<file path="config.mk">
export PLATFORM = sky130hd
export DESIGN_NAME = pixel_run_coalescer_core
export DESIGN_NICKNAME = d
export VERILOG_FILES = /design/src/rtl/prc_pkg.sv /design/src/rtl/pixel_run_coalescer_core.sv
export SDC_FILE = /design/constraint.sdc
export NUM_CORES = 2
export LEC_CHECK = 0
export BUFFER_PORTS_ARGS = -buffer_cell sky130_fd_sc_hd__buf_2
export CORE_MARGIN = 2
export CORE_UTILIZATION = 57
export DETAILED_ROUTE_END_ITERATION = 8
export GPL_TIMING_DRIVEN = 0
export PLACE_DENSITY = 0.82
export REMOVE_ABC_BUFFERS = 1
export SYNTH_ARGS = -nofsm -noshare
export SYNTH_HDL_FRONTEND = slang
export SYNTH_SLANG_ARGS = --single-unit
</file>
<file path="constraint.sdc">
create_clock -name clk -period 14 [get_ports clk]
set_input_delay 2.8 -clock clk [delete_from_list [all_inputs] [get_ports clk]]
set_output_delay 2.8 -clock clk [all_outputs]
set_load 0.01 [all_outputs]
</file>
<file path="src/rtl/prc_pkg.sv">
// Shared types and codes for the pixel run coalescer.
// No dependencies; used by the core and by its port checker.
`default_nettype none

package prc_pkg;

  localparam int MAX_WORDS = 40;
  localparam int PIX_SLOTS = 4;

  localparam logic OP_WRITE = 1'b0;
  localparam logic OP_FLUSH = 1'b1;

  localparam logic ITEM_WINDOW = 1'b0;
  localparam logic ITEM_DATA   = 1'b1;

  localparam logic [1:0] CFG_WIDTH   = 2'd0;
  localparam logic [1:0] CFG_HEIGHT  = 2'd1;
  localparam logic [1:0] CFG_COL_OFF = 2'd2;
  localparam logic [1:0] CFG_ROW_OFF = 2'd3;

  typedef enum logic [1:0] {
    RUN_NONE  = 2'd0,
    RUN_ONE   = 2'd1,
    RUN_HORIZ = 2'd2,
    RUN_VERT  = 2'd3
  } run_kind_t;

  typedef enum logic [4:0] {
    S_IDLE  = 5'b00001,
    S_WR2   = 5'b00010,
    S_WIN   = 5'b00100,
    S_ONE   = 5'b01000,
    S_DRAIN = 5'b10000
  } state_t;

endpackage

`default_nettype wire

</file>
<file path="src/rtl/pixel_run_coalescer_core.sv">
// Pixel run coalescer: gathers pixel writes into runs held in a line memory.
// Depends on prc_pkg; checked by prc_checker.
//
// A pixel write that extends the pending run is written while the core stays in S_IDLE;
// turning a single pixel into a line run also passes through S_WR2, since the line memory has
// one write port. A flush or a run break then emits the window item and the data items, and no
// request is taken until the last one is in the output register: S_WIN loads the window item,
// then S_ONE emits a lone pixel, or S_DRAIN reads the run through the single read port of the
// line memory into data words of PIXELS_PER_WORD pixels. Any output stall holds this up.
`default_nettype none

module pixel_run_coalescer_core import prc_pkg::*; #(
  parameter int LINE_DEPTH      = 160,
  parameter int PIXELS_PER_WORD = 4
) (
  input  wire         clk,
  input  wire         rst_n,
  input  wire         in_valid,
  output logic        in_ready,
  input  wire         in_operation,
  input  wire  [7:0]  in_x_coord,
  input  wire  [7:0]  in_y_coord,
  input  wire  [15:0] in_pixel_color,
  output logic        out_valid,
  input  wire         out_ready,
  output logic        out_item_kind,
  output logic [7:0]  out_col_start,
  output logic [7:0]  out_col_end,
  output logic [7:0]  out_row_start,
  output logic [7:0]  out_row_end,
  output logic [15:0] out_pix_a,
  output logic [15:0] out_pix_b,
  output logic [15:0] out_pix_c,
  output logic [15:0] out_pix_d,
  output logic [2:0]  out_pix_count,
  output logic        out_last_of_run,
  input  wire         cfg_valid,
  output logic        cfg_ready,
  input  wire  [1:0]  cfg_index,
  input  wire  [7:0]  cfg_data
);

  localparam int IW      = $clog2(LINE_DEPTH);
  localparam int MAX_RUN = (LINE_DEPTH < MAX_WORDS * PIXELS_PER_WORD) ?
                           LINE_DEPTH : MAX_WORDS * PIXELS_PER_WORD;
  localparam logic [8:0] LD9       = 9'(LINE_DEPTH);
  localparam logic [8:0] RUN9      = 9'(MAX_RUN);
  localparam logic [1:0] SLOT_LAST = 2'(PIXELS_PER_WORD - 1);

  state_t      state_r, state_nxt;
  run_kind_t   kind_r, kind_nxt;
  logic [7:0]  cmin_r, cmin_nxt, cmax_r, cmax_nxt;
  logic [7:0]  rmin_r, rmin_nxt, rmax_r, rmax_nxt;
  logic [15:0] color_r, color_nxt;
  logic [7:0]  width_r, height_r;
  logic [5:0]  coff_r, roff_r;

  logic        new_vld_r, new_vld_nxt;
  logic [7:0]  new_x_r, new_x_nxt, new_y_r, new_y_nxt;
  logic [15:0] new_c_r, new_c_nxt;
  logic [IW-1:0] wr2_idx_r, wr2_idx_nxt;
  logic [15:0]   wr2_data_r, wr2_data_nxt;

  logic [IW-1:0] rd_idx_r, rd_idx_nxt, hi_r, hi_nxt;
  logic          more_r, more_nxt;
  logic [1:0]    slot_r, slot_nxt;
  logic          rdv_r, rdv_nxt;
  logic [1:0]    rd_slot_r, rd_slot_nxt;
  logic          rd_wlast_r, rd_wlast_nxt, rd_rlast_r, rd_rlast_nxt;
  logic [15:0]   word_r [PIX_SLOTS];
  logic [15:0]   word_nxt [PIX_SLOTS];
  logic [2:0]    word_cnt_r, word_cnt_nxt;
  logic          word_full_r, word_full_nxt, word_rlast_r, word_rlast_nxt;

  logic        out_valid_r, out_valid_nxt;
  logic        out_kind_r, out_kind_nxt;
  logic [7:0]  out_cs_r, out_cs_nxt, out_ce_r, out_ce_nxt;
  logic [7:0]  out_rs_r, out_rs_nxt, out_re_r, out_re_nxt;
  logic [15:0] out_pix_r [PIX_SLOTS];
  logic [15:0] out_pix_nxt [PIX_SLOTS];
  logic [2:0]  out_cnt_r, out_cnt_nxt;
  logic        out_last_r, out_last_nxt;

  logic [15:0]   line_mem [LINE_DEPTH];
  logic [15:0]   rd_data_r;
  logic          mem_we, mem_re;
  logic [IW-1:0] mem_wa;
  logic [15:0]   mem_wd;

  logic [8:0] x9, y9, cmin9, cmax9, rmin9, rmax9;
  logic       x_ok, y_ok, in_range, one_h, one_v, h_ext, v_ext;
  logic [7:0] h_nmin, h_nmax, v_nmin, v_nmax;
  logic [8:0] h_span, v_span;
  logic       out_free, push, issue, wlast, finish;

  assign in_ready  = (state_r == S_IDLE);
  assign cfg_ready = 1'b1;

  assign x9    = {1'b0, in_x_coord};
  assign y9    = {1'b0, in_y_coord};
  assign cmin9 = {1'b0, cmin_r};
  assign cmax9 = {1'b0, cmax_r};
  assign rmin9 = {1'b0, rmin_r};
  assign rmax9 = {1'b0, rmax_r};
  assign x_ok  = x9 < LD9;
  assign y_ok  = y9 < LD9;
  assign in_range = (in_x_coord < width_r) && (in_y_coord < height_r);

  assign one_h = (in_y_coord == rmin_r) && ((x9 + 9'd1 == cmin9) || (x9 == cmin9 + 9'd1))
                 && x_ok && (cmin9 < LD9);
  assign one_v = (in_x_coord == cmin_r) && ((y9 + 9'd1 == rmin9) || (y9 == rmin9 + 9'd1))
                 && y_ok && (rmin9 < LD9);

  assign h_nmin = (in_x_coord < cmin_r) ? in_x_coord : cmin_r;
  assign h_nmax = (in_x_coord > cmax_r) ? in_x_coord : cmax_r;
  assign h_span = {1'b0, h_nmax} - {1'b0, h_nmin} + 9'd1;
  assign h_ext  = (in_y_coord == rmin_r) && (x9 + 9'd1 >= cmin9) && (x9 <= cmax9 + 9'd1)
                  && x_ok && (h_span <= RUN9);

  assign v_nmin = (in_y_coord < rmin_r) ? in_y_coord : rmin_r;
  assign v_nmax = (in_y_coord > rmax_r) ? in_y_coord : rmax_r;
  assign v_span = {1'b0, v_nmax} - {1'b0, v_nmin} + 9'd1;
  assign v_ext  = (in_x_coord == cmin_r) && (y9 + 9'd1 >= rmin9) && (y9 <= rmax9 + 9'd1)
                  && y_ok && (v_span <= RUN9);

  assign out_free = !out_valid_r || out_ready;
  assign push     = (state_r == S_DRAIN) && word_full_r && out_free;
  assign issue    = (state_r == S_DRAIN) && more_r && (!word_full_r || push)
                    && !(rdv_r && rd_wlast_r);
  assign wlast    = (slot_r == SLOT_LAST) || (rd_idx_r == hi_r);

  always_comb begin
    state_nxt      = state_r;
    kind_nxt       = kind_r;
    cmin_nxt       = cmin_r;
    cmax_nxt       = cmax_r;
    rmin_nxt       = rmin_r;
    rmax_nxt       = rmax_r;
    color_nxt      = color_r;
    new_vld_nxt    = new_vld_r;
    new_x_nxt      = new_x_r;
    new_y_nxt      = new_y_r;
    new_c_nxt      = new_c_r;
    wr2_idx_nxt    = wr2_idx_r;
    wr2_data_nxt   = wr2_data_r;
    rd_idx_nxt     = rd_idx_r;
    hi_nxt         = hi_r;
    more_nxt       = more_r;
    slot_nxt       = slot_r;
    rdv_nxt        = 1'b0;
    rd_slot_nxt    = rd_slot_r;
    rd_wlast_nxt   = rd_wlast_r;
    rd_rlast_nxt   = rd_rlast_r;
    word_nxt       = word_r;
    word_cnt_nxt   = word_cnt_r;
    word_full_nxt  = word_full_r;
    word_rlast_nxt = word_rlast_r;
    out_valid_nxt  = out_valid_r && !out_ready;
    out_kind_nxt   = out_kind_r;
    out_cs_nxt     = out_cs_r;
    out_ce_nxt     = out_ce_r;
    out_rs_nxt     = out_rs_r;
    out_re_nxt     = out_re_r;
    out_pix_nxt    = out_pix_r;
    out_cnt_nxt    = out_cnt_r;
    out_last_nxt   = out_last_r;
    mem_we         = 1'b0;
    mem_wa         = wr2_idx_r;
    mem_wd         = wr2_data_r;
    mem_re         = 1'b0;
    finish         = 1'b0;

    unique case (state_r)
      S_IDLE: begin
        if (in_valid) begin
          if (in_operation == OP_FLUSH) begin
            if (kind_r != RUN_NONE) begin
              new_vld_nxt = 1'b0;
              state_nxt   = S_WIN;
            end
          end else if (in_range) begin
            priority if (kind_r == RUN_ONE && one_h) begin
              kind_nxt     = RUN_HORIZ;
              mem_we       = 1'b1;
              mem_wa       = cmin_r[IW-1:0];
              mem_wd       = color_r;
              wr2_idx_nxt  = in_x_coord[IW-1:0];
              wr2_data_nxt = in_pixel_color;
              state_nxt    = S_WR2;
              if (in_x_coord < cmin_r) begin
                cmin_nxt = in_x_coord;
              end else begin
                cmax_nxt = in_x_coord;
              end
            end else if (kind_r == RUN_ONE && one_v) begin
              kind_nxt     = RUN_VERT;
              mem_we       = 1'b1;
              mem_wa       = rmin_r[IW-1:0];
              mem_wd       = color_r;
              wr2_idx_nxt  = in_y_coord[IW-1:0];
              wr2_data_nxt = in_pixel_color;
              state_nxt    = S_WR2;
              if (in_y_coord < rmin_r) begin
                rmin_nxt = in_y_coord;
              end else begin
                rmax_nxt = in_y_coord;
              end
            end else if (kind_r == RUN_HORIZ && h_ext) begin
              mem_we   = 1'b1;
              mem_wa   = in_x_coord[IW-1:0];
              mem_wd   = in_pixel_color;
              cmin_nxt = h_nmin;
              cmax_nxt = h_nmax;
            end else if (kind_r == RUN_VERT && v_ext) begin
              mem_we   = 1'b1;
              mem_wa   = in_y_coord[IW-1:0];
              mem_wd   = in_pixel_color;
              rmin_nxt = v_nmin;
              rmax_nxt = v_nmax;
            end else if (kind_r != RUN_NONE) begin
              new_vld_nxt = 1'b1;
              new_x_nxt   = in_x_coord;
              new_y_nxt   = in_y_coord;
              new_c_nxt   = in_pixel_color;
              state_nxt   = S_WIN;
            end else begin
              kind_nxt  = RUN_ONE;
              cmin_nxt  = in_x_coord;
              cmax_nxt  = in_x_coord;
              rmin_nxt  = in_y_coord;
              rmax_nxt  = in_y_coord;
              color_nxt = in_pixel_color;
            end
          end
        end
      end
      S_WR2: begin
        mem_we    = 1'b1;
        state_nxt = S_IDLE;
      end
      S_WIN: begin
        if (out_free) begin
          out_valid_nxt = 1'b1;
          out_kind_nxt  = ITEM_WINDOW;
          out_cs_nxt    = cmin_r + {2'b00, coff_r};
          out_ce_nxt    = cmax_r + {2'b00, coff_r};
          out_rs_nxt    = rmin_r + {2'b00, roff_r};
          out_re_nxt    = rmax_r + {2'b00, roff_r};
          for (int i = 0; i < PIX_SLOTS; i++) begin
            out_pix_nxt[i] = 16'd0;
          end
          out_cnt_nxt   = 3'd0;
          out_last_nxt  = 1'b0;
          if (kind_r == RUN_ONE) begin
            state_nxt = S_ONE;
          end else begin
            state_nxt     = S_DRAIN;
            rd_idx_nxt    = (kind_r == RUN_HORIZ) ? cmin_r[IW-1:0] : rmin_r[IW-1:0];
            hi_nxt        = (kind_r == RUN_HORIZ) ? cmax_r[IW-1:0] : rmax_r[IW-1:0];
            more_nxt      = 1'b1;
            slot_nxt      = 2'd0;
            word_full_nxt = 1'b0;
          end
        end
      end
      S_ONE: begin
        if (out_free) begin
          out_valid_nxt = 1'b1;
          out_kind_nxt  = ITEM_DATA;
          out_cs_nxt    = 8'd0;
          out_ce_nxt    = 8'd0;
          out_rs_nxt    = 8'd0;
          out_re_nxt    = 8'd0;
          for (int i = 0; i < PIX_SLOTS; i++) begin
            out_pix_nxt[i] = 16'd0;
          end
          out_pix_nxt[0] = color_r;
          out_cnt_nxt    = 3'd1;
          out_last_nxt   = 1'b1;
          finish         = 1'b1;
        end
      end
      S_DRAIN: begin
        if (push) begin
          out_valid_nxt = 1'b1;
          out_kind_nxt  = ITEM_DATA;
          out_cs_nxt    = 8'd0;
          out_ce_nxt    = 8'd0;
          out_rs_nxt    = 8'd0;
          out_re_nxt    = 8'd0;
          out_pix_nxt   = word_r;
          out_cnt_nxt   = word_cnt_r;
          out_last_nxt  = word_rlast_r;
          word_full_nxt = 1'b0;
          finish        = word_rlast_r;
        end
        if (rdv_r) begin
          for (int i = 0; i < PIX_SLOTS; i++) begin
            if (rd_slot_r == 2'(i)) begin
              word_nxt[i] = rd_data_r;
            end else if (rd_slot_r == 2'd0) begin
              word_nxt[i] = 16'd0;
            end
          end
          word_cnt_nxt = {1'b0, rd_slot_r} + 3'd1;
          if (rd_wlast_r) begin
            word_full_nxt  = 1'b1;
            word_rlast_nxt = rd_rlast_r;
          end
        end
        if (issue) begin
          mem_re       = 1'b1;
          rdv_nxt      = 1'b1;
          rd_slot_nxt  = slot_r;
          rd_wlast_nxt = wlast;
          rd_rlast_nxt = (rd_idx_r == hi_r);
          rd_idx_nxt   = rd_idx_r + 1'b1;
          slot_nxt     = wlast ? 2'd0 : slot_r + 2'd1;
          if (rd_idx_r == hi_r) begin
            more_nxt = 1'b0;
          end
        end
      end
      default: begin
        state_nxt = S_IDLE;
      end
    endcase

    if (finish) begin
      state_nxt = S_IDLE;
      kind_nxt  = RUN_NONE;
      cmin_nxt  = width_r - 8'd1;
      cmax_nxt  = 8'd0;
      rmin_nxt  = height_r - 8'd1;
      rmax_nxt  = 8'd0;
      if (new_vld_r) begin
        kind_nxt    = RUN_ONE;
        cmin_nxt    = new_x_r;
        cmax_nxt    = new_x_r;
        rmin_nxt    = new_y_r;
        rmax_nxt    = new_y_r;
        color_nxt   = new_c_r;
        new_vld_nxt = 1'b0;
      end
    end
  end

  always_ff @(posedge clk) begin
    if (!rst_n) begin
      state_r     <= S_IDLE;
      kind_r      <= RUN_NONE;
      cmin_r      <= 8'd127;
      cmax_r      <= 8'd0;
      rmin_r      <= 8'd159;
      rmax_r      <= 8'd0;
      color_r     <= 16'd0;
      new_vld_r   <= 1'b0;
      more_r      <= 1'b0;
      rdv_r       <= 1'b0;
      word_full_r <= 1'b0;
      out_valid_r <= 1'b0;
    end else begin
      state_r     <= state_nxt;
      kind_r      <= kind_nxt;
      cmin_r      <= cmin_nxt;
      cmax_r      <= cmax_nxt;
      rmin_r      <= rmin_nxt;
      rmax_r      <= rmax_nxt;
      color_r     <= color_nxt;
      new_vld_r   <= new_vld_nxt;
      more_r      <= more_nxt;
      rdv_r       <= rdv_nxt;
      word_full_r <= word_full_nxt;
      out_valid_r <= out_valid_nxt;
    end
  end

  always_ff @(posedge clk) begin
    new_x_r      <= new_x_nxt;
    new_y_r      <= new_y_nxt;
    new_c_r      <= new_c_nxt;
    wr2_idx_r    <= wr2_idx_nxt;
    wr2_data_r   <= wr2_data_nxt;
    rd_idx_r     <= rd_idx_nxt;
    hi_r         <= hi_nxt;
    slot_r       <= slot_nxt;
    rd_slot_r    <= rd_slot_nxt;
    rd_wlast_r   <= rd_wlast_nxt;
    rd_rlast_r   <= rd_rlast_nxt;
    word_r       <= word_nxt;
    word_cnt_r   <= word_cnt_nxt;
    word_rlast_r <= word_rlast_nxt;
    out_kind_r   <= out_kind_nxt;
    out_cs_r     <= out_cs_nxt;
    out_ce_r     <= out_ce_nxt;
    out_rs_r     <= out_rs_nxt;
    out_re_r     <= out_re_nxt;
    out_pix_r    <= out_pix_nxt;
    out_cnt_r    <= out_cnt_nxt;
    out_last_r   <= out_last_nxt;
  end

  always_ff @(posedge clk) begin
    if (!rst_n) begin
      width_r  <= 8'd128;
      height_r <= 8'd160;
      coff_r   <= 6'd0;
      roff_r   <= 6'd0;
    end else if (cfg_valid) begin
      unique case (cfg_index)
        CFG_WIDTH:   width_r  <= cfg_data;
        CFG_HEIGHT:  height_r <= cfg_data;
        CFG_COL_OFF: coff_r   <= cfg_data[5:0];
        CFG_ROW_OFF: roff_r   <= cfg_data[5:0];
        default:     width_r  <= width_r;
      endcase
    end
  end

  always_ff @(posedge clk) begin
    if (mem_we) begin
      line_mem[mem_wa] <= mem_wd;
    end
    if (mem_re) begin
      rd_data_r <= line_mem[rd_idx_r];
    end
  end

  assign out_valid       = out_valid_r;
  assign out_item_kind   = out_kind_r;
  assign out_col_start   = out_cs_r;
  assign out_col_end     = out_ce_r;
  assign out_row_start   = out_rs_r;
  assign out_row_end     = out_re_r;
  assign out_pix_a       = out_pix_r[0];
  assign out_pix_b       = out_pix_r[1];
  assign out_pix_c       = out_pix_r[2];
  assign out_pix_d       = out_pix_r[3];
  assign out_pix_count   = out_cnt_r;
  assign out_last_of_run = out_last_r;

endmodule

`default_nettype wire

</file>
==> summary.txt <==
Outcome
  • Outcome: finished with violations
  • Failing checks: max-capacitance violations, max-slew violations

Timing
  • Max frequency: approximately 87 MHz
  • Final setup TNS: 0 ps
  • Fin crit period: ~11000 ps
  • Count of final setup violators: 0
  • Post-route setup slack: 2510 ps
  • Hold Violations, Final: 0
  • Post-Route Skew: between 90 and 100 ps
  • Worst slew margin: -11.1%
  • Max Slew Vio Count: 2
  • Tcrit/Tclk final: between 80 and 90%
  • Unrepaired setup endpoints after global routing: false
  • Worst-Margin Slew: between 1500 and 2000 ps

Finish
  • Post-layout util: 67.5%
  • Final cell count without fillers: about 9.9k
  • Area Overhead vs Synth: 17.8%
  • Layout cells sized above 1: about a quarter
  • Layout net count: around 7.1k

Synthesis
  • Yosys warns: 0
  • Area share of the largest cell type after synthesis: between 70 and 80%
  • Mapped Area: 119000 sq um
  • Number of synthesized flops with an enable pin: roughly 2.8k
  • Synthesized netlist cell count: approximately 6.4k
  • Leading area contributor after synthesis: edfxtp_1
  • Share of flip-flops with an asynchronous set or reset: 0%
  • Leading post-synthesis cells by cell area: edfxtp_1 (71%), mux4_2 (10%), mux2i_1 (3.4%)
  • Most frequent cell after synthesis: edfxtp_1
  • Seq cells post-synth: approximately 2.9k
  • Mean Syn Cell Area: around 19 sq um
  • Sequential share of the synthesized area: between 70% and 80%
  • Ys flop type: edfxtp_1
  • Synth cell types: 84
  • Commonest cells in the netlist: edfxtp_1 (2823), mux4_2 (549), mux2i_1 (402)

Worst hold path
  • Worst Hold Class: flop to flop

Routing
  • WL per Instance: 36.3 microns
  • Vias: 71.2k
  • DRC viols: 0
  • Detailed Route Iter0 Violations: around 12k
  • Routed Antenna Nets: 0
  • Post-Route WL: between 300000 and 400000 microns
  • Detailed Routing Iterations Pass 1: 9
  • Drt via density: 7.18

Power and ir drop
  • Worst IR Drop VDD: approximately 110 uV
  • Cell Pwr Density: roughly 130 nW/um^2
  • Leak: 46.5 nW

GRT
  • Number of global-route vias before repair: roughly 71k
  • Largest net degree at the start of global routing: 66
  • Global route total overflow: 0
  • Gr usage total: approximately 34%
  • Initial antenna violation count: 19
  • First-pass GRT wire length: 512000 microns

Die
  • Core Box Area: 207000 sq um
  • Top Ports: ~150
  • Rows: around 170
  • Initial Util: 57.3%
  • Die area: 212000 sq um
  • Chip height: about 460 microns
  • Chip Width: ~460 microns

Worst setup path
  • Crit-path max cell delay: 1000 ps
  • Critical path's top delay family: compound AO/OA/AOI/OAI gates
  • Startpoint Class: primary input
  • Worst Path Required: between 10000 and 15000 ps
  • Crit-path max FO: 22
  • Worst Path Buf+Inv: 5
  • Slowest cell on the critical path: a21oi_4
  • CP Class: primary input to flop
  • Crit path DAT: ~12000 ps
  • CP endpoint kind: flop

Clock network
  • H-tree levels: 5
  • Setup Buffers After CTS: 0
  • Post-CTS Hold Buffers: 0
  • CTS max path bufs: 4
  • Clk slew on worst S/H paths: approximately 60 ps
  • Num CTS Buffers: slightly below 300
  • Clock Latency Late Sink: 990 ps
  • CTS tree: done
  • CTS-repair resized insts: 0
  • CTS Root Cell: clkbuf_16
  • CTS Sinks: ~2.9k

Placement
  • Post-DP HPWL: 212000 microns
  • Port Buf Inserts: 150
  • GPL Wtd Cong: 0.900
  • Dpl ws: 1550 ps
  • # placed instances: approximately 9.4k

Flow run
  • Max cap viols: 1
stage by stage:
step	power (mW)	cell area [sq um]	hold WS, ps
2_1_floorplan	9.90	117000	400
3_3_place_gp	10.0	121000	403
3_5_place_dp	10.1	130000	425
4_1_cts	17.7	140000	427
5_1_grt	18.0	140000	439
6_report	17.7	140000	420
layout make-up:
cell class | instances | area (sq um)
Multi-Input combinational cell | 3014 | 31300
Tap cell | 2788 | 3490
Fill cell | 11700 | 67300
Clock inverter | 144 | 1410
Inverter | 86 | 330
Sequential cell | 2911 | 86500
Clock buffer | 361 | 7820
Timing Repair Buffer | 595 | 8830
Antenna cell | 14 | 35.0
path summary, 6_finish.rpt:
check / end / slack, ps / depth (start not counted) / startpoint
worst min-delay path: word_rlast_r / 420 / 0 / rd_rlast_r
worst max register to register: line_mem[87][5] / 3970 / 29 / rmin_r[1]
worst min register to register: word_rlast_r / 420 / 0 / rd_rlast_r
worst max-delay path: line_mem[63][12] / 2510 / 26 / in_x_coord[1]
metal layers:
layer | GRT usage (%) | share of wire (%) | routed length, microns
met1 | 41.7 | 31 | 113000
met2 | 53.9 | 47 | 169000
met3 | 8.94 | 14 | 48900
met4 | 20.6 | 8.0 | 28600
met5 | 0.0230 | 0.041 | 149
kinds of logic (layout without fill, tap and decap cells):
logic type                 after synthesis  in the layout  share of synthesized area, %
AOI/OAI and AO/OA                      934            934                          5.37
xor gates and xnor gates                87             87                         0.642
muxes                                  966            966                          14.0
buffers and inverters                  488           1186                          1.67
other                                    1             15                       0.00316
and+or+nand+nor                        874            874                          3.78
adders and majority gates              152            152                          1.64
DFF                                   2911           2911                          72.9
layout by cell type, fill, tap and decap left out, drive strengths merged, types with 16 or more instances in the layout:
cell type,count
nor4,26
dfxtp,88
edfxtp,2823
o211ai,30
mux2i,402
nor3,173
nor2b,39
ha,146
clkbuf,361
and2,107
a211oi,102
nand2,192
o221ai,161
clkinv,101
nand4,22
bufinv,27
and3,17
nand2b,29
buf,595
a21oi,203
inv,91
mux4,549
nor2,174
nand3,46
o21ai,149
a21o,40
a22o,16
xnor2,72
o22ai,122
registers in the layout, summed over array words and instances (netlist names), 16 cells and up:
name and count:
color_r 16, line_mem 2560, new_c_r 16, out_pix_a 16, out_pix_b 16, out_pix_c 16
out_pix_d 16, rd_data_r 16, word_r 64, wr2_data_r 16
report_power, final:
group / switching (mW) / internal (mW) / total [mW]
registers: 0.0274 / 9.42 / 9.45
clock network: 3.39 / 4.47 / 7.85
logic: 0.286 / 0.160 / 0.446
(Power assumes the default switching activity.)
